===== src/sv/osd_pkg.sv =====
// Shared types and constants for the opcode subset decoder.
// Field encodings of the decoded result and the packed beat layouts.
// No dependencies.
`default_nettype none

package osd_pkg;

	localparam int unsigned IN_BITS  = 40;
	localparam int unsigned OUT_BITS = 56;

	typedef enum logic [4:0] {
		KIND_NOP  = 5'd0,
		KIND_LD   = 5'd1,
		KIND_INC  = 5'd2,
		KIND_DEC  = 5'd3,
		KIND_RLCA = 5'd4,
		KIND_STOP = 5'd5,
		KIND_JR   = 5'd6,
		KIND_ADD  = 5'd7,
		KIND_RRA  = 5'd8,
		KIND_ADC  = 5'd9,
		KIND_XOR  = 5'd10,
		KIND_OR   = 5'd11,
		KIND_RET  = 5'd12,
		KIND_POP  = 5'd13,
		KIND_JP   = 5'd14,
		KIND_PUSH = 5'd15,
		KIND_CALL = 5'd16,
		KIND_SUB  = 5'd17,
		KIND_LDH  = 5'd18,
		KIND_AND  = 5'd19,
		KIND_DI   = 5'd20,
		KIND_CP   = 5'd21,
		KIND_RR   = 5'd22,
		KIND_SRL  = 5'd23
	} kind_t;

	typedef enum logic [3:0] {
		MODE_NONE     = 4'd0,
		MODE_N16_R16  = 4'd1,
		MODE_N8_R8    = 4'd2,
		MODE_R16_A    = 4'd3,
		MODE_A_R16    = 4'd4,
		MODE_A_HLI    = 4'd5,
		MODE_HLI_A    = 4'd6,
		MODE_A_HLD    = 4'd7,
		MODE_REG_REG  = 4'd8,
		MODE_HL_REG   = 4'd9,
		MODE_REG_HL   = 4'd10,
		MODE_A_A16    = 4'd11,
		MODE_A16_A    = 4'd12,
		MODE_LDH_OUT  = 4'd13,
		MODE_LDH_IN   = 4'd14,
		MODE_IMM      = 4'd15
	} mode_t;

	typedef enum logic [3:0] {
		REG_NONE = 4'd0,
		REG_A    = 4'd1,
		REG_B    = 4'd2,
		REG_C    = 4'd3,
		REG_D    = 4'd4,
		REG_E    = 4'd5,
		REG_H    = 4'd6,
		REG_L    = 4'd7,
		REG_AF   = 4'd8,
		REG_BC   = 4'd9,
		REG_DE   = 4'd10,
		REG_HL   = 4'd11,
		REG_SP   = 4'd12
	} reg_t;

	typedef enum logic [1:0] {
		COND_ALWAYS = 2'd0,
		COND_ZERO   = 2'd1,
		COND_CARRY  = 2'd2
	} cond_t;

	typedef enum logic [1:0] {
		STAT_OK     = 2'd0,
		STAT_BAD_OP = 2'd1,
		STAT_BAD_CB = 2'd2
	} status_t;

	// Restart targets
	localparam logic [15:0] RST_VEC_08 = 16'h0008;
	localparam logic [15:0] RST_VEC_28 = 16'h0028;
	localparam logic [15:0] RST_VEC_30 = 16'h0030;
	localparam logic [15:0] RST_VEC_38 = 16'h0038;

	// Input beat, first member in the top bits
	typedef struct packed {
		logic [15:0] pc_offset;
		logic [7:0]  third_byte;
		logic [7:0]  next_byte;
		logic [7:0]  opcode;
	} in_t;

	// Result beat, first member in the top bits
	typedef struct packed {
		status_t     status;
		logic [1:0]  length;
		logic [15:0] return_address;
		logic [15:0] immediate;
		logic        cond_negate;
		cond_t       cond_flag;
		reg_t        second_reg;
		reg_t        first_reg;
		mode_t       mode;
		kind_t       kind;
	} res_t;

endpackage

`default_nettype wire


===== src/sv/opcode_subset_decoder.sv =====
// Top level of the opcode subset decoder: input register, decode table and
// result register on stream ports. Depends on osd_pkg and osd_decode.
`default_nettype none

// One instruction beat is accepted every cycle while the result side keeps
// taking beats; an accepted beat is held in the input register, with the
// table lookup and the return-address adders behind it, and its decoded
// result is then offered from the result register. A stalled result holds
// in the result register while the input register still takes one more
// beat.
// Unknown opcodes are not fatal: they come out with status 1 (or 2 for an
// unknown CB sub-opcode), their length, and all other fields zero.
module opcode_subset_decoder (
	input  wire logic                           clk,
	input  wire logic                           arst_n,
	input  wire logic                           s_tvalid,
	output logic                                s_tready,
	// opcode[7:0], next_byte[15:8], third_byte[23:16], pc_offset[39:24]
	input  wire logic [osd_pkg::IN_BITS-1:0]    s_tdata,
	output logic                                m_tvalid,
	input  wire logic                           m_tready,
	// kind[4:0], mode[8:5], first_reg[12:9], second_reg[16:13],
	// cond_flag[18:17], cond_negate[19], immediate[35:20],
	// return_address[51:36], length[53:52], status[55:54]
	output logic [osd_pkg::OUT_BITS-1:0]        m_tdata
);
	import osd_pkg::*;

	logic valid_s1;
	logic valid_s2;
	in_t  instr_s1;
	res_t res_s2;
	res_t dec;
	logic adv_s2;
	logic take_s1;

	// advance into the result register when it is empty or being drained
	assign adv_s2   = valid_s1 && (!valid_s2 || m_tready);
	assign s_tready = !valid_s1 || adv_s2;
	assign take_s1  = s_tvalid && s_tready;

	always_ff @(posedge clk or negedge arst_n) begin
		if (!arst_n) begin
			valid_s1 <= 1'b0;
		end else if (s_tready) begin
			valid_s1 <= s_tvalid;
		end
	end

	always_ff @(posedge clk) begin
		if (take_s1) begin
			instr_s1 <= in_t'(s_tdata);
		end
	end

	osd_decode u_decode (
		.instr (instr_s1),
		.dec   (dec)
	);

	always_ff @(posedge clk or negedge arst_n) begin
		if (!arst_n) begin
			valid_s2 <= 1'b0;
		end else if (!valid_s2 || m_tready) begin
			valid_s2 <= valid_s1;
		end
	end

	always_ff @(posedge clk) begin
		if (adv_s2) begin
			res_s2 <= dec;
		end
	end

	assign m_tvalid = valid_s2;
	assign m_tdata  = res_s2;

`ifndef SYNTHESIS
	// an accepted beat always lands in the input register
	a_take_lands: assert property (@(posedge clk) disable iff (!arst_n)
		take_s1 |=> valid_s1)
		else $error("accepted beat did not reach the input register");

	// an empty input register never blocks the input
	a_empty_ready: assert property (@(posedge clk) disable iff (!arst_n)
		!valid_s1 |-> s_tready)
		else $error("input stalled with empty input register");

	// a held input beat moves on once the result register drains
	a_drain_moves: assert property (@(posedge clk) disable iff (!arst_n)
		(valid_s1 && valid_s2 && m_tready) |=> valid_s2)
		else $error("result register emptied while a beat was waiting");

	// unknown opcodes carry only status and length
	a_bad_op_clean: assert property (@(posedge clk) disable iff (!arst_n)
		(m_tvalid && res_s2.status == STAT_BAD_OP) |->
		(res_s2.length == 2'd1 && res_s2.immediate == 16'h0 &&
		 res_s2.return_address == 16'h0 && res_s2.kind == KIND_NOP))
		else $error("unknown opcode result carries payload");

	// only calls and restarts produce a return address
	a_ret_only_call: assert property (@(posedge clk) disable iff (!arst_n)
		(m_tvalid && res_s2.return_address != 16'h0) |->
		(res_s2.kind == KIND_CALL))
		else $error("return address on a non-call instruction");
`endif

endmodule

`default_nettype wire


===== src/sv/osd_decode.sv =====
// Instruction table of the opcode subset decoder: maps one fetched
// instruction to its decoded result. Pure combinational logic.
// Depends on osd_pkg.
`default_nettype none

module osd_decode (
	input  osd_pkg::in_t  instr,
	output osd_pkg::res_t dec
);
	import osd_pkg::*;

	localparam logic [7:0] OP_PREFIX_CB = 8'hCB;
	localparam logic [7:0] OP_CALL      = 8'hCD;
	localparam logic [7:0] OP_RST_08    = 8'hCF;
	localparam logic [7:0] OP_RST_28    = 8'hEF;
	localparam logic [7:0] OP_RST_30    = 8'hF7;
	localparam logic [7:0] OP_RST_38    = 8'hFF;
	localparam logic [7:0] CB_RR_C      = 8'h19;
	localparam logic [7:0] CB_SRL_B     = 8'h38;
	localparam logic [7:0] CB_SRL_A     = 8'h3F;

	function automatic res_t put(kind_t k, mode_t m, reg_t r1, reg_t r2,
			logic [15:0] imm, logic [1:0] len);
		res_t r;
		r                = '0;
		r.kind           = k;
		r.mode           = m;
		r.first_reg      = r1;
		r.second_reg     = r2;
		r.immediate      = imm;
		r.length         = len;
		r.status         = STAT_OK;
		return r;
	endfunction

	logic [15:0] n8;
	logic [15:0] n16;
	logic [15:0] ret_call;
	logic [15:0] ret_rst;

	assign n8       = {8'h00, instr.next_byte};
	assign n16      = {instr.third_byte, instr.next_byte};
	assign ret_call = instr.pc_offset + 16'd3;
	assign ret_rst  = instr.pc_offset + 16'd1;

	always_comb begin
		dec = '0;
		unique case (instr.opcode)
			8'h00: dec = put(KIND_NOP,  MODE_NONE,    REG_NONE, REG_NONE, 16'h0, 2'd1);
			8'h01: dec = put(KIND_LD,   MODE_N16_R16, REG_BC,   REG_NONE, n16,   2'd3);
			8'h03: dec = put(KIND_INC,  MODE_NONE,    REG_BC,   REG_NONE, 16'h0, 2'd1);
			8'h04: dec = put(KIND_INC,  MODE_NONE,    REG_B,    REG_NONE, 16'h0, 2'd1);
			8'h05: dec = put(KIND_DEC,  MODE_NONE,    REG_B,    REG_NONE, 16'h0, 2'd1);
			8'h06: dec = put(KIND_LD,   MODE_N8_R8,   REG_B,    REG_NONE, n8,    2'd2);
			8'h07: dec = put(KIND_RLCA, MODE_NONE,    REG_NONE, REG_NONE, 16'h0, 2'd1);
			8'h0A: dec = put(KIND_LD,   MODE_R16_A,   REG_BC,   REG_NONE, 16'h0, 2'd1);
			8'h0B: dec = put(KIND_DEC,  MODE_NONE,    REG_BC,   REG_NONE, 16'h0, 2'd1);
			8'h0C: dec = put(KIND_INC,  MODE_NONE,    REG_C,    REG_NONE, 16'h0, 2'd1);
			8'h0D: dec = put(KIND_DEC,  MODE_NONE,    REG_C,    REG_NONE, 16'h0, 2'd1);
			8'h0E: dec = put(KIND_LD,   MODE_N8_R8,   REG_C,    REG_NONE, n8,    2'd2);
			8'h10: dec = put(KIND_STOP, MODE_NONE,    REG_NONE, REG_NONE, n8,    2'd2);
			8'h11: dec = put(KIND_LD,   MODE_N16_R16, REG_DE,   REG_NONE, n16,   2'd3);
			8'h12: dec = put(KIND_LD,   MODE_A_R16,   REG_DE,   REG_NONE, 16'h0, 2'd1);
			8'h13: dec = put(KIND_INC,  MODE_NONE,    REG_DE,   REG_NONE, 16'h0, 2'd1);
			8'h14: dec = put(KIND_INC,  MODE_NONE,    REG_D,    REG_NONE, 16'h0, 2'd1);
			8'h18: dec = put(KIND_JR,   MODE_NONE,    REG_NONE, REG_NONE, n8,    2'd2);
			8'h19: dec = put(KIND_ADD,  MODE_NONE,    REG_DE,   REG_NONE, 16'h0, 2'd1);
			8'h1A: dec = put(KIND_LD,   MODE_R16_A,   REG_DE,   REG_NONE, 16'h0, 2'd1);
			8'h1C: dec = put(KIND_INC,  MODE_NONE,    REG_E,    REG_NONE, 16'h0, 2'd1);
			8'h1F: dec = put(KIND_RRA,  MODE_NONE,    REG_NONE, REG_NONE, 16'h0, 2'd1);
			8'h20: begin
				dec = put(KIND_JR, MODE_NONE, REG_NONE, REG_NONE, n8, 2'd2);
				dec.cond_flag   = COND_ZERO;
				dec.cond_negate = 1'b1;
			end
			8'h21: dec = put(KIND_LD,   MODE_N16_R16, REG_HL,   REG_NONE, n16,   2'd3);
			8'h22: dec = put(KIND_LD,   MODE_A_HLI,   REG_NONE, REG_NONE, 16'h0, 2'd1);
			8'h23: dec = put(KIND_INC,  MODE_NONE,    REG_HL,   REG_NONE, 16'h0, 2'd1);
			8'h24: dec = put(KIND_INC,  MODE_NONE,    REG_H,    REG_NONE, 16'h0, 2'd1);
			8'h28: begin
				dec = put(KIND_JR, MODE_NONE, REG_NONE, REG_NONE, n8, 2'd2);
				dec.cond_flag   = COND_ZERO;
			end
			8'h2A: dec = put(KIND_LD,   MODE_HLI_A,   REG_NONE, REG_NONE, 16'h0, 2'd1);
			8'h2C: dec = put(KIND_INC,  MODE_NONE,    REG_L,    REG_NONE, 16'h0, 2'd1);
			8'h30: begin
				dec = put(KIND_JR, MODE_NONE, REG_NONE, REG_NONE, n8, 2'd2);
				dec.cond_flag   = COND_CARRY;
				dec.cond_negate = 1'b1;
			end
			8'h31: dec = put(KIND_LD,   MODE_N16_R16, REG_SP,   REG_NONE, n16,   2'd3);
			8'h32: dec = put(KIND_LD,   MODE_A_HLD,   REG_NONE, REG_NONE, 16'h0, 2'd1);
			8'h3C: dec = put(KIND_INC,  MODE_NONE,    REG_A,    REG_NONE, 16'h0, 2'd1);
			8'h3D: dec = put(KIND_DEC,  MODE_NONE,    REG_A,    REG_NONE, 16'h0, 2'd1);
			8'h3E: dec = put(KIND_LD,   MODE_N8_R8,   REG_A,    REG_NONE, n8,    2'd2);
			// register moves: first is the source, second the destination
			8'h40: dec = put(KIND_LD,   MODE_REG_REG, REG_B,    REG_B,    16'h0, 2'd1);
			8'h47: dec = put(KIND_LD,   MODE_REG_REG, REG_A,    REG_B,    16'h0, 2'd1);
			8'h54: dec = put(KIND_LD,   MODE_REG_REG, REG_H,    REG_D,    16'h0, 2'd1);
			8'h57: dec = put(KIND_LD,   MODE_REG_REG, REG_A,    REG_D,    16'h0, 2'd1);
			8'h58: dec = put(KIND_LD,   MODE_REG_REG, REG_B,    REG_E,    16'h0, 2'd1);
			8'h5D: dec = put(KIND_LD,   MODE_REG_REG, REG_L,    REG_E,    16'h0, 2'd1);
			8'h5F: dec = put(KIND_LD,   MODE_REG_REG, REG_A,    REG_E,    16'h0, 2'd1);
			8'h63: dec = put(KIND_LD,   MODE_REG_REG, REG_E,    REG_H,    16'h0, 2'd1);
			8'h67: dec = put(KIND_LD,   MODE_REG_REG, REG_A,    REG_H,    16'h0, 2'd1);
			8'h69: dec = put(KIND_LD,   MODE_REG_REG, REG_C,    REG_L,    16'h0, 2'd1);
			8'h6E: dec = put(KIND_LD,   MODE_HL_REG,  REG_L,    REG_NONE, 16'h0, 2'd1);
			8'h6F: dec = put(KIND_LD,   MODE_REG_REG, REG_A,    REG_L,    16'h0, 2'd1);
			8'h70: dec = put(KIND_LD,   MODE_REG_HL,  REG_B,    REG_NONE, 16'h0, 2'd1);
			8'h71: dec = put(KIND_LD,   MODE_REG_HL,  REG_C,    REG_NONE, 16'h0, 2'd1);
			8'h72: dec = put(KIND_LD,   MODE_REG_HL,  REG_D,    REG_NONE, 16'h0, 2'd1);
			8'h73: dec = put(KIND_LD,   MODE_REG_HL,  REG_E,    REG_NONE, 16'h0, 2'd1);
			8'h74: dec = put(KIND_LD,   MODE_REG_HL,  REG_H,    REG_NONE, 16'h0, 2'd1);
			8'h75: dec = put(KIND_LD,   MODE_REG_HL,  REG_L,    REG_NONE, 16'h0, 2'd1);
			8'h77: dec = put(KIND_LD,   MODE_REG_HL,  REG_A,    REG_NONE, 16'h0, 2'd1);
			8'h78: dec = put(KIND_LD,   MODE_REG_REG, REG_B,    REG_A,    16'h0, 2'd1);
			8'h7A: dec = put(KIND_LD,   MODE_REG_REG, REG_D,    REG_A,    16'h0, 2'd1);
			8'h7C: dec = put(KIND_LD,   MODE_REG_REG, REG_H,    REG_A,    16'h0, 2'd1);
			8'h7D: dec = put(KIND_LD,   MODE_REG_REG, REG_L,    REG_A,    16'h0, 2'd1);
			8'h80: dec = put(KIND_ADD,  MODE_NONE,    REG_B,    REG_NONE, 16'h0, 2'd1);
			8'h8D: dec = put(KIND_ADC,  MODE_NONE,    REG_L,    REG_NONE, 16'h0, 2'd1);
			8'hA9: dec = put(KIND_XOR,  MODE_NONE,    REG_C,    REG_NONE, 16'h0, 2'd1);
			8'hAF: dec = put(KIND_XOR,  MODE_NONE,    REG_A,    REG_NONE, 16'h0, 2'd1);
			8'hB0: dec = put(KIND_OR,   MODE_NONE,    REG_B,    REG_NONE, 16'h0, 2'd1);
			8'hB1: dec = put(KIND_OR,   MODE_NONE,    REG_C,    REG_NONE, 16'h0, 2'd1);
			8'hC0: begin
				dec = put(KIND_RET, MODE_NONE, REG_NONE, REG_NONE, 16'h0, 2'd1);
				dec.cond_flag   = COND_ZERO;
				dec.cond_negate = 1'b1;
			end
			8'hC1: dec = put(KIND_POP,  MODE_NONE,    REG_BC,   REG_NONE, 16'h0, 2'd1);
			8'hC3: dec = put(KIND_JP,   MODE_NONE,    REG_NONE, REG_NONE, n16,   2'd3);
			8'hC5: dec = put(KIND_PUSH, MODE_NONE,    REG_BC,   REG_NONE, 16'h0, 2'd1);
			8'hC6: dec = put(KIND_ADD,  MODE_IMM,     REG_NONE, REG_NONE, n8,    2'd2);
			8'hC8: begin
				dec = put(KIND_RET, MODE_NONE, REG_NONE, REG_NONE, 16'h0, 2'd1);
				dec.cond_flag   = COND_ZERO;
			end
			8'hC9: dec = put(KIND_RET,  MODE_NONE,    REG_NONE, REG_NONE, 16'h0, 2'd1);
			OP_PREFIX_CB: begin
				unique case (instr.next_byte)
					CB_RR_C:  dec = put(KIND_RR,  MODE_NONE, REG_C, REG_NONE, 16'h0, 2'd2);
					CB_SRL_B: dec = put(KIND_SRL, MODE_NONE, REG_B, REG_NONE, 16'h0, 2'd2);
					CB_SRL_A: dec = put(KIND_SRL, MODE_NONE, REG_A, REG_NONE, 16'h0, 2'd2);
					default: begin
						dec.length = 2'd2;
						dec.status = STAT_BAD_CB;
					end
				endcase
			end
			OP_CALL: begin
				dec = put(KIND_CALL, MODE_NONE, REG_NONE, REG_NONE, n16, 2'd3);
				dec.return_address = ret_call;
			end
			8'hCE: dec = put(KIND_ADC,  MODE_IMM,     REG_NONE, REG_NONE, n8,    2'd2);
			OP_RST_08: begin
				dec = put(KIND_CALL, MODE_NONE, REG_NONE, REG_NONE, RST_VEC_08, 2'd1);
				dec.return_address = ret_rst;
			end
			8'hD0: begin
				dec = put(KIND_RET, MODE_NONE, REG_NONE, REG_NONE, 16'h0, 2'd1);
				dec.cond_flag   = COND_CARRY;
				dec.cond_negate = 1'b1;
			end
			8'hD1: dec = put(KIND_POP,  MODE_NONE,    REG_DE,   REG_NONE, 16'h0, 2'd1);
			8'hD5: dec = put(KIND_PUSH, MODE_NONE,    REG_DE,   REG_NONE, 16'h0, 2'd1);
			8'hD6: dec = put(KIND_SUB,  MODE_IMM,     REG_NONE, REG_NONE, n8,    2'd2);
			8'hE0: dec = put(KIND_LDH,  MODE_LDH_OUT, REG_NONE, REG_NONE, n8,    2'd2);
			8'hE1: dec = put(KIND_POP,  MODE_NONE,    REG_HL,   REG_NONE, 16'h0, 2'd1);
			8'hE5: dec = put(KIND_PUSH, MODE_NONE,    REG_HL,   REG_NONE, 16'h0, 2'd1);
			8'hE6: dec = put(KIND_AND,  MODE_IMM,     REG_NONE, REG_NONE, n8,    2'd2);
			// jump to HL: told apart from the absolute jump by its length
			8'hE9: dec = put(KIND_JP,   MODE_NONE,    REG_NONE, REG_NONE, 16'h0, 2'd1);
			8'hEA: dec = put(KIND_LD,   MODE_A_A16,   REG_NONE, REG_NONE, n16,   2'd3);
			OP_RST_28: begin
				dec = put(KIND_CALL, MODE_NONE, REG_NONE, REG_NONE, RST_VEC_28, 2'd1);
				dec.return_address = ret_rst;
			end
			8'hF0: dec = put(KIND_LDH,  MODE_LDH_IN,  REG_NONE, REG_NONE, n8,    2'd2);
			8'hF1: dec = put(KIND_POP,  MODE_NONE,    REG_AF,   REG_NONE, 16'h0, 2'd1);
			8'hF3: dec = put(KIND_DI,   MODE_NONE,    REG_NONE, REG_NONE, 16'h0, 2'd1);
			8'hF5: dec = put(KIND_PUSH, MODE_NONE,    REG_AF,   REG_NONE, 16'h0, 2'd1);
			OP_RST_30: begin
				dec = put(KIND_CALL, MODE_NONE, REG_NONE, REG_NONE, RST_VEC_30, 2'd1);
				dec.return_address = ret_rst;
			end
			8'hFA: dec = put(KIND_LD,   MODE_A16_A,   REG_NONE, REG_NONE, n16,   2'd3);
			8'hFE: dec = put(KIND_CP,   MODE_IMM,     REG_NONE, REG_NONE, n8,    2'd2);
			OP_RST_38: begin
				dec = put(KIND_CALL, MODE_NONE, REG_NONE, REG_NONE, RST_VEC_38, 2'd1);
				dec.return_address = ret_rst;
			end
			default: begin
				dec.length = 2'd1;
				dec.status = STAT_BAD_OP;
			end
		endcase
	end

endmodule

`default_nettype wire

===== config.mk =====
export PLATFORM = sky130hd
export DESIGN_NAME = opcode_subset_decoder
export DESIGN_NICKNAME = d
export VERILOG_FILES = /design/src/sv/osd_pkg.sv /design/src/sv/opcode_subset_decoder.sv /design/src/sv/osd_decode.sv
export SDC_FILE = /design/constraint.sdc
export NUM_CORES = 1
export LEC_CHECK = 0
export BUFFER_PORTS_ARGS = -buffer_cell sky130_fd_sc_hd__buf_4
export CORE_ASPECT_RATIO = 2
export CORE_MARGIN = 2
export CORE_UTILIZATION = 38
export CTS_BUF_LIST = sky130_fd_sc_hd__clkbuf_8
export DETAILED_ROUTE_END_ITERATION = 10
export HOLD_SLACK_MARGIN = 0.03
export PLACE_DENSITY = 0.65
export SETUP_SLACK_MARGIN = 0.5
export SLEW_MARGIN = 25
export SYNTH_ARGS = -nofsm -noshare
export SYNTH_HDL_FRONTEND = slang
export SYNTH_SLANG_ARGS = --single-unit

===== constraint.sdc =====
create_clock -name clk -period 2.3 [get_ports clk]
set_clock_uncertainty 0.1 [all_clocks]
set_input_delay 0.69 -clock clk [delete_from_list [all_inputs] [get_ports clk]]
set_output_delay 0.69 -clock clk [all_outputs]
set_load 0.03 [all_outputs]

Yosys cells after proc, flatten, opt, wreduce, memory -nomap -nowiden
Index checks and enable logic that the tools add are counted.
Operators by class
  equal/unequal tests: 97
  add/subtract/negate cells: 2
  mux-type cells: 4
  reduce and logical (&&, ||, !) cells: 11
Operators with widths (number)
  52-bit case mux with 94 select lines: 1
  8-bit equality test, second input constant: 36
  8-bit by 7-bit equality test with 1-bit output, second input constant: 23
  8-bit by 6-bit equality test with 1-bit output, second input constant: 16
  8-bit by 5-bit equality test with 1-bit output, second input constant: 11
  71-bit OR reduction: 1
  8-bit by 4-bit equality test with 1-bit output, second input constant: 5
  11-bit case mux with 3 select lines: 1
  8-bit by 3-bit equality test with 1-bit output, second input constant: 4
  16-bit by 1-bit adder with 16-bit output, second input constant: 1
  16-bit by 2-bit adder with 16-bit output, second input constant: 1
  4-bit case mux with 4 select lines: 1
  15-bit OR reduction: 1
  8-bit by 1-bit equality test with 1-bit output, second input constant: 1
  8-bit by 2-bit equality test with 1-bit output, second input constant: 1
  8-bit zero test: 1
  8-bit OR reduction: 1
  4-bit 2-to-1 mux: 1
  3-bit OR reduction: 1
  1-bit logical AND: 2
  1-bit zero test: 2
  1-bit logical OR: 2
Word-level totals
  flip-flop bits (word level): 98

Logic depth before layout (Yosys ltp)
Gate-level depths: netlist (run 1).
  word-level depth: 5
  gate-level depth with buffers: 9
  gate-level depth less buffers: 6

Cells and area by module
Synthesis (run 1) repeated with hierarchy kept, for this count alone.
Second synthesis, totals
  cells, all modules: 610
  area total of the unflattened synthesis: 6065.8 µm²
By module, submodules not included
  osd_decode: area an instance 3079.2 µm², times used 1, cells each 506
  opcode_subset_decoder: area an instance 2986.6 µm², times used 1, cells each 104

Worst setup path before layout (run 1)
Ideal clock, no wire load.
  kind: in2reg
  start point: input port m_tready
  end point: register res_s2 (netlist bit m_tdata[0]) (enable)
  path buffers: 0
  cell stages on the path: 2
  library setup time: 0.418 ns
  required time: 1.782 ns
  slack: -0.332 ns
  data arrival time: 2.113 ns
  cells stage by stage: nand2b_1 > and2_1
Between the ends
  word-level cells in the longest chain between the ends: 2
Ends and longest elaborated chain
  start: declaration: line opcode_subset_decoder.sv:21  | input wire logic m_tready,
  1-bit logical OR: line opcode_subset_decoder.sv:38  | assign adv_s2 = valid_s1 && (!valid_s2 || m_tready);
  1-bit logical AND: line opcode_subset_decoder.sv:38
  net adv_s2: line opcode_subset_decoder.sv:34  | logic adv_s2;
  end signal: assignment: line opcode_subset_decoder.sv:71  | res_s2 <= dec;
  end: declaration: line opcode_subset_decoder.sv:32  | res_t res_s2;
The timed path passes the listed nets, and every way through them passes these cells.
A chain may end at the register's enable or synchronous reset.

==> results of run 1 <==
==> timing repair <==
action	CTS	global route
setup endpoints to repair	57	59
pin swaps	18	45
cloned	4	1
hold buffers	1	0
setup buffers	31	21
hold endpoints to repair	2	0
resized for setup	127	114
==> power by group <==
part           total [mW]  internal [mW]  switching (mW)
clock                1.23          0.524           0.702
combinational        1.42          0.617           0.805
sequential           2.16           2.09          0.0744
total                4.81           3.23            1.58
==> cells by family (layout without fill, tap and decap cells) <==
logic type	Yosys count	count (layout)
buf+inv	55	366
other cells	1	1
flops	97	97
mux	4	4
fa+ha+maj	4	4
simple gates	254	254
xor+xnor	7	7
compound gates	166	166
==> flip-flops by register name, indices dropped and copies added, names as in the netlist <==
register / count
m_tdata: 55
valid_s1: 1
m_tvalid: 1
instr_s1: 40
==> per-layer routing <==
| metal | global-route usage, % | part of all wire (%) | vias up |
|---|---|---|---|
| met5 | 0 | 0 | - |
| met4 | 27.7 | 11 | 0 |
| met3 | 5.52 | 5.9 | 160 |
| met2 | 63.1 | 53 | 399 |
| met1 | 33.3 | 30 | 3187 |
| li1 | - | - | 2908 |
==> path summary, 6_finish.rpt <==
kind                             start  slack, ps            to
min                        s_tdata[14]        360  instr_s1[14]
max in group asynchronous       arst_n       1500      valid_s1
max                        instr_s1[3]       -150   m_tdata[25]
min in group asynchronous       arst_n        510      m_tvalid
min reg2reg                   valid_s1        420      m_tvalid
max reg2reg                instr_s1[3]       -150   m_tdata[25]
==> metrics by stage <==
| step | hold WS [ps] | area (sq um) | TNS (ps) |
|---|---|---|---|
| 2_1_floorplan | 294 | 6130 | 0 |
| 3_3_place_gp | 371 | 8190 | -3050 |
| 3_5_place_dp | 376 | 8190 | -3070 |
| 4_1_cts | 349 | 9280 | -1120 |
| 5_1_grt | 351 | 9970 | -3830 |
| 6_report | 358 | 9970 | -2010 |
==> critical path, cell delays in order (launching register included) <==
cell and delay (ps):
edfxtp_1 470, buf_6 160, buf_4 160, nor2_4 60, buf_4 150, a21oi_2 180, o221ai_4 140, buf_6 130
a311o_2 430, a32o_1 240
==> layout make-up <==
type / instances / area, sq um
clock buffer: 9 / 124
clock inverter: 7 / 86.3
fill: 1177 / 5330
inverter: 8 / 30.0
multi-input combinational: 436 / 3600
sequential: 97 / 2900
tap: 198 / 248
timing repair buffer: 342 / 2970
==> placed cells by master (no fill, tap or decap), types with 5 or more instances in the layout <==
cell         n
a21oi_1     18
a21oi_2     15
a31oi_1     13
a41oi_2      5
and2_1       5
and2_4      13
and3_1       6
buf_12       7
buf_4      273
buf_6       53
clkbuf_8     9
edfxtp_1    95
inv_1        5
nand2_1     27
nand2_2      6
nand2_4      9
nand2b_1     6
nand2b_4     5
nand3_1     22
nand4_1     15
nand4b_1     5
nor2_1      31
nor2_2      11
nor2_4       9
nor2b_1     10
nor3_1      16
o2111ai_1    5
o21ai_0     26
o21ai_1      5
o21ai_2      5
o22ai_1      7
or3_1        7
==> reports/metrics.cfg, run 1 <==
[run_status]
outcome = finished with violations
failed_checks = setup timing

[global_route]
grt_pass1_vias = 6733
grt_max_degree = 41
grt_usage_pct = 34.6
grt-ovfl-total = 0
antenna_found_initial = 0
grt_pass1_wl_microns = 41600

[sta]
setup_viol = 27
hold_violations = 0
worst_slack_ps = -147
timing.fmax_mhz = 409
rsz0062_at_grt = yes
post-route-period-util_pct = 106
worst_pin_slew_ps = 710
slew_violations = 0
period_needed_ps = 2450
maxSlewHeadroom_pct = 52.3

[worst_setup_path]
critPathMaxFanout = 8
crit_required_ps = 2370
crit_path_start_kind = register
cp-end-kind = register
path_class = register to register
reg2reg_depth = 9
crit_arrival_ps = 2510

[synthesis]
synth_compound_area_share_pct = 19.1
synth_area_sq_um = 5920
synthXorXnorAreaFrac_pct = 1.16
synthTopCellsByCount = edfxtp_1, nor2_1, nand2_1
synth.distinct_cells = 86
ys_warn_count = 0
synth_top_area_cell = edfxtp_1
synth_flop_cell = edfxtp_1
syn-num-nets = 634
synth_area_per_cell_sq_um = 10.1
synth.most_common_cell = edfxtp_1
synthCells = 588
async_flop_share_pct = 2.06
synth-edff-count = 95
synth_top_area_share_pct = 48.2
seq_area_frac_synth_pct = 49.0
synth_mux_area_share_pct = 0.676
synth-simple-area-share_pct = 23.9
synth_top_family_by_area = simple AND/OR/NAND/NOR gates
synth-adder-area-share_pct = 0.761
ys_ff_latch = 97
synth_top_cells_by_area = edfxtp_1, nor2_1, a21oi_1

[drt]
routed_wl_microns = 29400
firstDrtPassIters = 5
wl_per_cell_microns = 26.8
first_iter_violations = 525
ant_nets = 0
drc_errors = 0
via_per_inst = 6.07
via_count = 6654

[placed_design]
place.gp.congestion = 1.08
dpl.cell_count = 1023
dp_hpwl_microns = 21900
io_buffers = 100
pre_cts_ws_ps = -293

[pwr]
ir_drop_mv = 0.474
p_per_area_nw_per_um2 = 483
power_mw = 4.81
p_leak_nw = 3.99

[clock_network]
cts_made_buffers = 9
cts_root_buf = clkbuf_8
tritoncts = done
clk_latency_ps = 400
clock_sinks = 97
htreeDepth = 3
path_clk_slew_ps = 110
clockBufferDepth = 2

[floorplanning]
ios = 102
initial_core_util_pct = 38.7
core_area_sq_um = 15300
num_rows = 64
design.die.area_sq_um = 16700
die_y_microns = 181
die_width_microns = 92.3

[worst_hold_path]
whs_path_depth = 1
hp-class = input port to register

[final_layout]
final_net_count = 940
syn_to_final_growth_pct = 68.4
drive_above_1_share_pct = 57.1
utilization_pct = 65.2
antenna_cells = 0
instances_no_fill = 1097

[flow_run]
cap_violations = 0

Note: power is estimated with default switching activity, not from simulation.
==> inputs of run 2 (changes only) <==
- PLACE_DENSITY: 0.65 -> not set
- PLACE_DENSITY_LB_ADDON: not set -> 0.05
==> run 2 against run 1 <==
- the run still ends with setup timing left
- critical path depth up 1
- global-route usage increased by 1.5 points
- largest power group unchanged
- maximum frequency fell by 1.2%
- combinational power up 3%
- non-clock buffer count grew 2
- total power decreased by 0.23%
- cell count rose by 0.18%
- sequential cell count is the same
- critical path type unchanged
- clock power decreased by 5%
- via count grew 1.6%
- die area unchanged
- highest routed layer unchanged
==> reports/metrics.cfg, run 2 (same netlist as run 1, synthesis figures left out) <==
[pwr]
power_mw = 4.80  ; -0.23%
p_per_area_nw_per_um2 = 482  ; -0.22%
switchingPower_mw = 1.64  ; +3.6%
p_leak_nw = 3.98  ; -0.15%
p_int_mw = 3.16  ; -2.1%
ir_drop_mv = 0.555  ; +17%
clkPwrFrac_pct = 24.4  ; -1.1 points
seqPwrFrac_pct = 45.1  ; about the same
p_sw_share_pct = 34.1  ; +1.3 points
power_frac_comb_pct = 30.4  ; +0.8 points

[floorplanning]
ios = 102  ; unchanged
die_y_microns = 181  ; unchanged
num_rows = 64  ; unchanged
initial_core_util_pct = 38.7  ; unchanged
die_width_microns = 92.3  ; unchanged
core_area_sq_um = 15300  ; unchanged
design.die.area_sq_um = 16700  ; unchanged

[worst_setup_path]
crit_required_ps = 2490  ; +120 ps
path_depth = 10  ; +1
reg2reg_depth = 10  ; +1
cp_slowest_cell = edfxtp_1
crit_chain = buf_6 > buf_6 > nor2_4 > nand4_1 > buf_4 > o221ai_4 > buf_6 > o21bai_4 > buf_6 > and2_4
crit_family = buffers and inverters
crit_arrival_ps = 2660  ; +150 ps
path_buf_inv = 5  ; +1
path_class = register to register
critPathMaxStageDelay_ps = 490  ; +20 ps
critPathMaxFanout = 8  ; unchanged
crit_path_start_kind = register
cp-end-kind = register
worst_path_most_repeated_cell = buf_6

[sta]
hold_violations = 0  ; unchanged
worst_slack_ps = -176  ; -29.1 ps
hold_slack_ps = 354  ; -4.03 ps
worst_pin_slew_ps = 854  ; +144 ps
maxSlewHeadroom_pct = 42.4  ; -9.9 points
totalNegativeSetupSlack_ps = -2750  ; -741 ps
post-route-period-util_pct = 108  ; +1.3 points
rsz0062_at_grt = yes
setup_viol = 27  ; unchanged
period_needed_ps = 2480  ; +29.1 ps
timing.fmax_mhz = 404  ; -1.2%
slew_violations = 0  ; unchanged

[run_status]
outcome = finished with violations
failed_checks = setup timing

[flow_run]
cap_violations = 0  ; unchanged

[worst_hold_path]
hp-class = input port to register
whs_path_depth = 1  ; unchanged

[placed_design]
io_buffers = 100  ; unchanged
dpl.cell_count = 1014  ; -0.88%
dp_hpwl_microns = 21700  ; -1.2%
place.gp.congestion = 1.13  ; +4.4%

[drt]
via_per_inst = 6.15  ; +1.4%
drc_errors = 0  ; unchanged
wl_per_cell_microns = 27.3  ; +2.1%
firstDrtPassIters = 5  ; unchanged
ant_nets = 0  ; unchanged
routed_wl_microns = 30000  ; +2.3%
via_count = 6760  ; +1.6%
first_iter_violations = 657  ; +25%

[global_route]
antenna_found_initial = 0  ; unchanged
grt_pass1_vias = 6931  ; +2.9%
grt_usage_pct = 36.1  ; +1.5 points
grt_max_degree = 30  ; -27%
grt_pass1_wl_microns = 43200  ; +4.0%
grt-ovfl-total = 0  ; unchanged

[final_layout]
drive_above_1_share_pct = 57.3  ; +0.21 points
utilization_pct = 65.2  ; about the same
instances_no_fill = 1099  ; +0.18%
antenna_cells = 0  ; unchanged
syn_to_final_growth_pct = 68.3  ; about the same
largest_reg_flops = 55  ; unchanged
final_net_count = 942  ; +0.21%
final_common_cell = buf_4
most-common-layout-cells = buf_4, edfxtp_1, buf_6

[clock_network]
cts_root_buf = clkbuf_8
tritoncts = done
clockBufferDepth = 2  ; unchanged
cts_made_buffers = 9  ; unchanged
htreeDepth = 3  ; unchanged
clk_latency_ps = 400  ; about the same
path_clk_slew_ps = 110  ; about the same
clock_sinks = 97  ; unchanged

## run 2: stage by stage
step | setup WS (ps) | cell area, sq um
floorplan | 203 | 6130
global placement | -254 | 8100
detailed placement | -217 | 8100
CTS | -80.4 | 9380
global route | -220 | 9960
finish | -176 | 9960
## run 2: worst reg2reg max path, stage by stage (launching register included)
cell	delay, ps
edfxtp_1	490
buf_6	190
buf_6	120
nor2_4	300
nand4_1	290
buf_4	250
o221ai_4	70
buf_6	120
o21bai_4	140
buf_6	160
and2_4	130
## run 2: power groups by stage
stage               logic [mW]  registers (mW)  clock network, mW
global placement          1.14            2.19                  0
global route              1.51            2.18               1.25
detailed placement        1.13            2.20                  0
floorplan                0.441            2.33                  0
finish                    1.46            2.17               1.17
CTS                       1.31            2.16               1.19
## run 2: final timing paths
check                                to  slack (ps)   startpoint
setup / recovery            m_tdata[29]        -180  instr_s1[2]
hold / removal             instr_s1[39]         350  s_tdata[39]
setup reg to reg            m_tdata[29]        -180  instr_s1[2]
hold reg to reg                m_tvalid         430     valid_s1
max in group asynchronous      m_tvalid        1510       arst_n
min in group asynchronous      valid_s1         500       arst_n
## run 2: routing by layer
layer / wire length (microns) / track usage, %
met1: 8910 / 33.2
met2: 15700 / 64.6
met3: 2120 / 8.41
met4: 3280 / 30.9
met5: 0 / 0
## run 2: repair_timing
action,4_1_cts,5_1_grt
buffers inserted,46,21
gates resized for setup,175,96
endpoints found under the hold margin,2,0
hold buffers,1,0
setup endpoints to repair,58,69
cloned,1,0
pin swaps,51,50
## run 2: layout make-up
| class | count | area, sq um |
|---|---|---|
| Clock buffer | 9 | 124 |
| Clock inverter | 7 | 76.3 |
| Fill cell | 1198 | 5330 |
| Inverter | 8 | 30.0 |
| Multi-Input combinational cell | 436 | 3580 |
| Sequential cell | 97 | 2900 |
| Tap cell | 198 | 248 |
| Timing Repair Buffer | 344 | 3010 |
==> inputs of run 3 (changes only) <==
- CORE_ASPECT_RATIO: 2 -> 0.5
- SLEW_MARGIN: 25 -> 20
==> run 3 against run 2 <==
- the flow still finishes with violations (setup timing)
- register-to-register slack improved by 30 ps
- wire length is 17% lower
- maximum frequency rose by 1.2%
- cell count decreased by 3.9%
- sequential share of layout area grew 1.8 points
- cell area down 6.0%
- sequential power is essentially flat
==> reports/metrics.cfg, run 3 (same netlist as run 1, synthesis figures left out) <==
[run_status]
failed_checks = setup timing
outcome = finished with violations

[drt]
first_iter_violations = 811  ; +23%
wl_met3_microns = 2660  ; +25%
ant_nets = 0  ; unchanged
wl_per_cell_microns = 23.7  ; -13%
drc_errors = 0  ; unchanged
via_per_inst = 6.10  ; -0.89%
via_count = 6438  ; -4.8%
firstDrtPassIters = 9  ; +4
routed_wl_microns = 25000  ; -17%
dr_wl_met2_microns = 10400  ; -34%
dr.max_layer_used = met4
met1_length_microns = 10900  ; +23%

[clock_network]
clockBufferDepth = 2  ; unchanged
cts_made_buffers = 9  ; unchanged
tritoncts = done
clock_sinks = 97  ; unchanged
cts_root_buf = clkbuf_8
path_clk_slew_ps = 130  ; +20 ps
clk_latency_ps = 420  ; +20 ps
htreeDepth = 3  ; unchanged

[worst_setup_path]
crit_required_ps = 2440  ; -50 ps
crit_family = simple AND/OR/NAND/NOR gates
crit_chain = buf_4 > nor4b_1 > buf_4 > buf_4 > o22ai_1 > o2111ai_2 > or4_4 > nor4_2
reg2reg_depth = 8  ; -2
path_class = register to register
worst_path_most_repeated_cell = buf_4
worstReg2RegStart = instr_s1[7]
cp-end-kind = register
cp_slowest_cell = or4_4
reg2reg_slack_ps = -150  ; +30 ps
critPathMaxFanout = 6  ; -2
crit_arrival_ps = 2580  ; -80 ps
path_buf_inv = 3  ; -2
r2r_end = m_tdata[54]
crit_path_start_kind = register
critPathMaxStageDelay_ps = 540  ; +50 ps

[worst_hold_path]
hp-class = input port to register
whs_path_depth = 1  ; unchanged
hold_start = s_tdata[6]
hold_end = instr_s1[6]

[sta]
hold_slack_ps = 337  ; -16.6 ps
hold_violations = 0  ; unchanged
post-route-period-util_pct = 106  ; -1.3 points
period_needed_ps = 2450  ; -29.4 ps
worst_slack_ps = -147  ; +29.4 ps
worst_pin_slew_ps = 645  ; -209 ps
totalNegativeSetupSlack_ps = -1530  ; +1220 ps
setup_viol = 26  ; -3.7%
maxSlewHeadroom_pct = 56.7  ; +14 points
slew_violations = 0  ; unchanged
timing.fmax_mhz = 409  ; +1.2%
rsz0062_at_grt = yes

[final_layout]
fillers = 1281  ; +6.9%
antenna_cells = 0  ; unchanged
largest_reg_flops = 55  ; unchanged
final_net_count = 893  ; -5.2%
syn_to_final_growth_pct = 58.3
multi_input_comb_area_sq_um = 3420  ; -4.5%
final_common_cell = buf_4
ff_latch_area_sq_um = 2900  ; unchanged
most-common-layout-cells = buf_4, edfxtp_1, buf_6
drive_above_1_share_pct = 52.1  ; -5.2 points

[global_route]
grt-ovfl-total = 0  ; unchanged
grt_max_degree = 41  ; +37%
grt_usage_pct = 29.5  ; -6.6 points
grt_pass1_wl_microns = 36700  ; -15%
grt_pass1_vias = 6089  ; -12%
antenna_found_initial = 0  ; unchanged

[floorplanning]
ios = 102  ; unchanged
die_y_microns = 92.3  ; -49%
initial_core_util_pct = 38.6  ; -0.10 points
design.die.area_sq_um = 16700  ; unchanged
die_width_microns = 181  ; +96%
num_rows = 32  ; -50%
core_area_sq_um = 15300  ; +0.26%

[placed_design]
dp_hpwl_microns = 18000  ; -17%
io_buffers = 100  ; unchanged
place.gp.congestion = 1.03  ; -8.5%

[pwr]
p_leak_nw = 3.68  ; -7.5%
p_per_area_nw_per_um2 = 515  ; +6.9%
ir_drop_mv = 0.466  ; -16%

[flow_run]
cap_violations = 0  ; unchanged

[run 3: cell types whose count changed in the layout (fill, tap and decap cells not counted), moves of 3 or more]
cell / before / now
o21ai_1: 10 / 7
nor2_2: 12 / 6
a21oi_1: 20 / 23
o21ai_0: 22 / 25
buf_4: 246 / 235
nor2_1: 31 / 40
nor2_4: 8 / 5
buf_6: 87 / 49
nand2_1: 31 / 34
[run 3: how the worst max path moves through the flow]
stage / start / endpoint / cells after the start
after floorplan: instr_s1[5] / m_tdata[54] / 8
after global placement: instr_s1[7] / m_tdata[0] / 8
after global routing: instr_s1[5] / m_tdata[39] / 8
final: instr_s1[7] / m_tdata[54] / 8
after detailed placement: instr_s1[5] / m_tdata[24] / 8
after CTS: instr_s1[7] / m_tdata[25] / 8
[run 3: through the flow]
stage	std cells	setup WS, ps	power (mW)	area, sq um	util [%]
after global placement	992	-266	3.29	7960	51.9
after global routing	1056	-207	4.97	9370	61.1
final	1056	-147	4.83	9370	61.1
after floorplan	588	203	2.77	6130	-
after CTS	1039	-73.9	4.73	8830	57.6
after detailed placement	992	-215	3.28	7960	51.9
[run 3: where the power goes]
part | internal [mW] | total (mW) | leakage, nW | switching, mW
clock | 0.636 | 1.35 | 0.112 | 0.715
combinational | 0.554 | 1.31 | 2.62 | 0.759
sequential | 2.09 | 2.16 | 0.955 | 0.0717
[run 3: cell type report]
cell class	instances	share of cell area (%)
clock buffer	9	1.32
clock inverter	7	1.21
inverter	8	0.347
multi-input combinational	436	36.5
sequential	97	31.0
tap	204	2.72
timing repair buffer	295	27.0
[run 3: repair_timing]
item,in CTS,in global routing
endpoints found under the hold margin,2,0
hold buffers,1,0
pin swaps,26,34
buffers inserted,29,16
endpoints found under the setup margin,58,67
resized for setup,99,88
gates cloned,1,1
[run 3: routing by layer]
| layer | vias to the layer above | track usage (%) |
|---|---|---|
| li1 | 2809 | - |
| met3 | 105 | 9.37 |
| met4 | 0 | 13.0 |
| met5 | - | 0 |
| met1 | 3095 | 41.0 |
| met2 | 429 | 41.9 |
[run 3: worst reg2reg max path: stages (launching register included)]
cell and delay (ps):
edfxtp_1 530, buf_4 200, nor4b_1 60, buf_4 140, buf_4 150, o22ai_1 190, o2111ai_2 150, or4_4 540
nor4_2 210
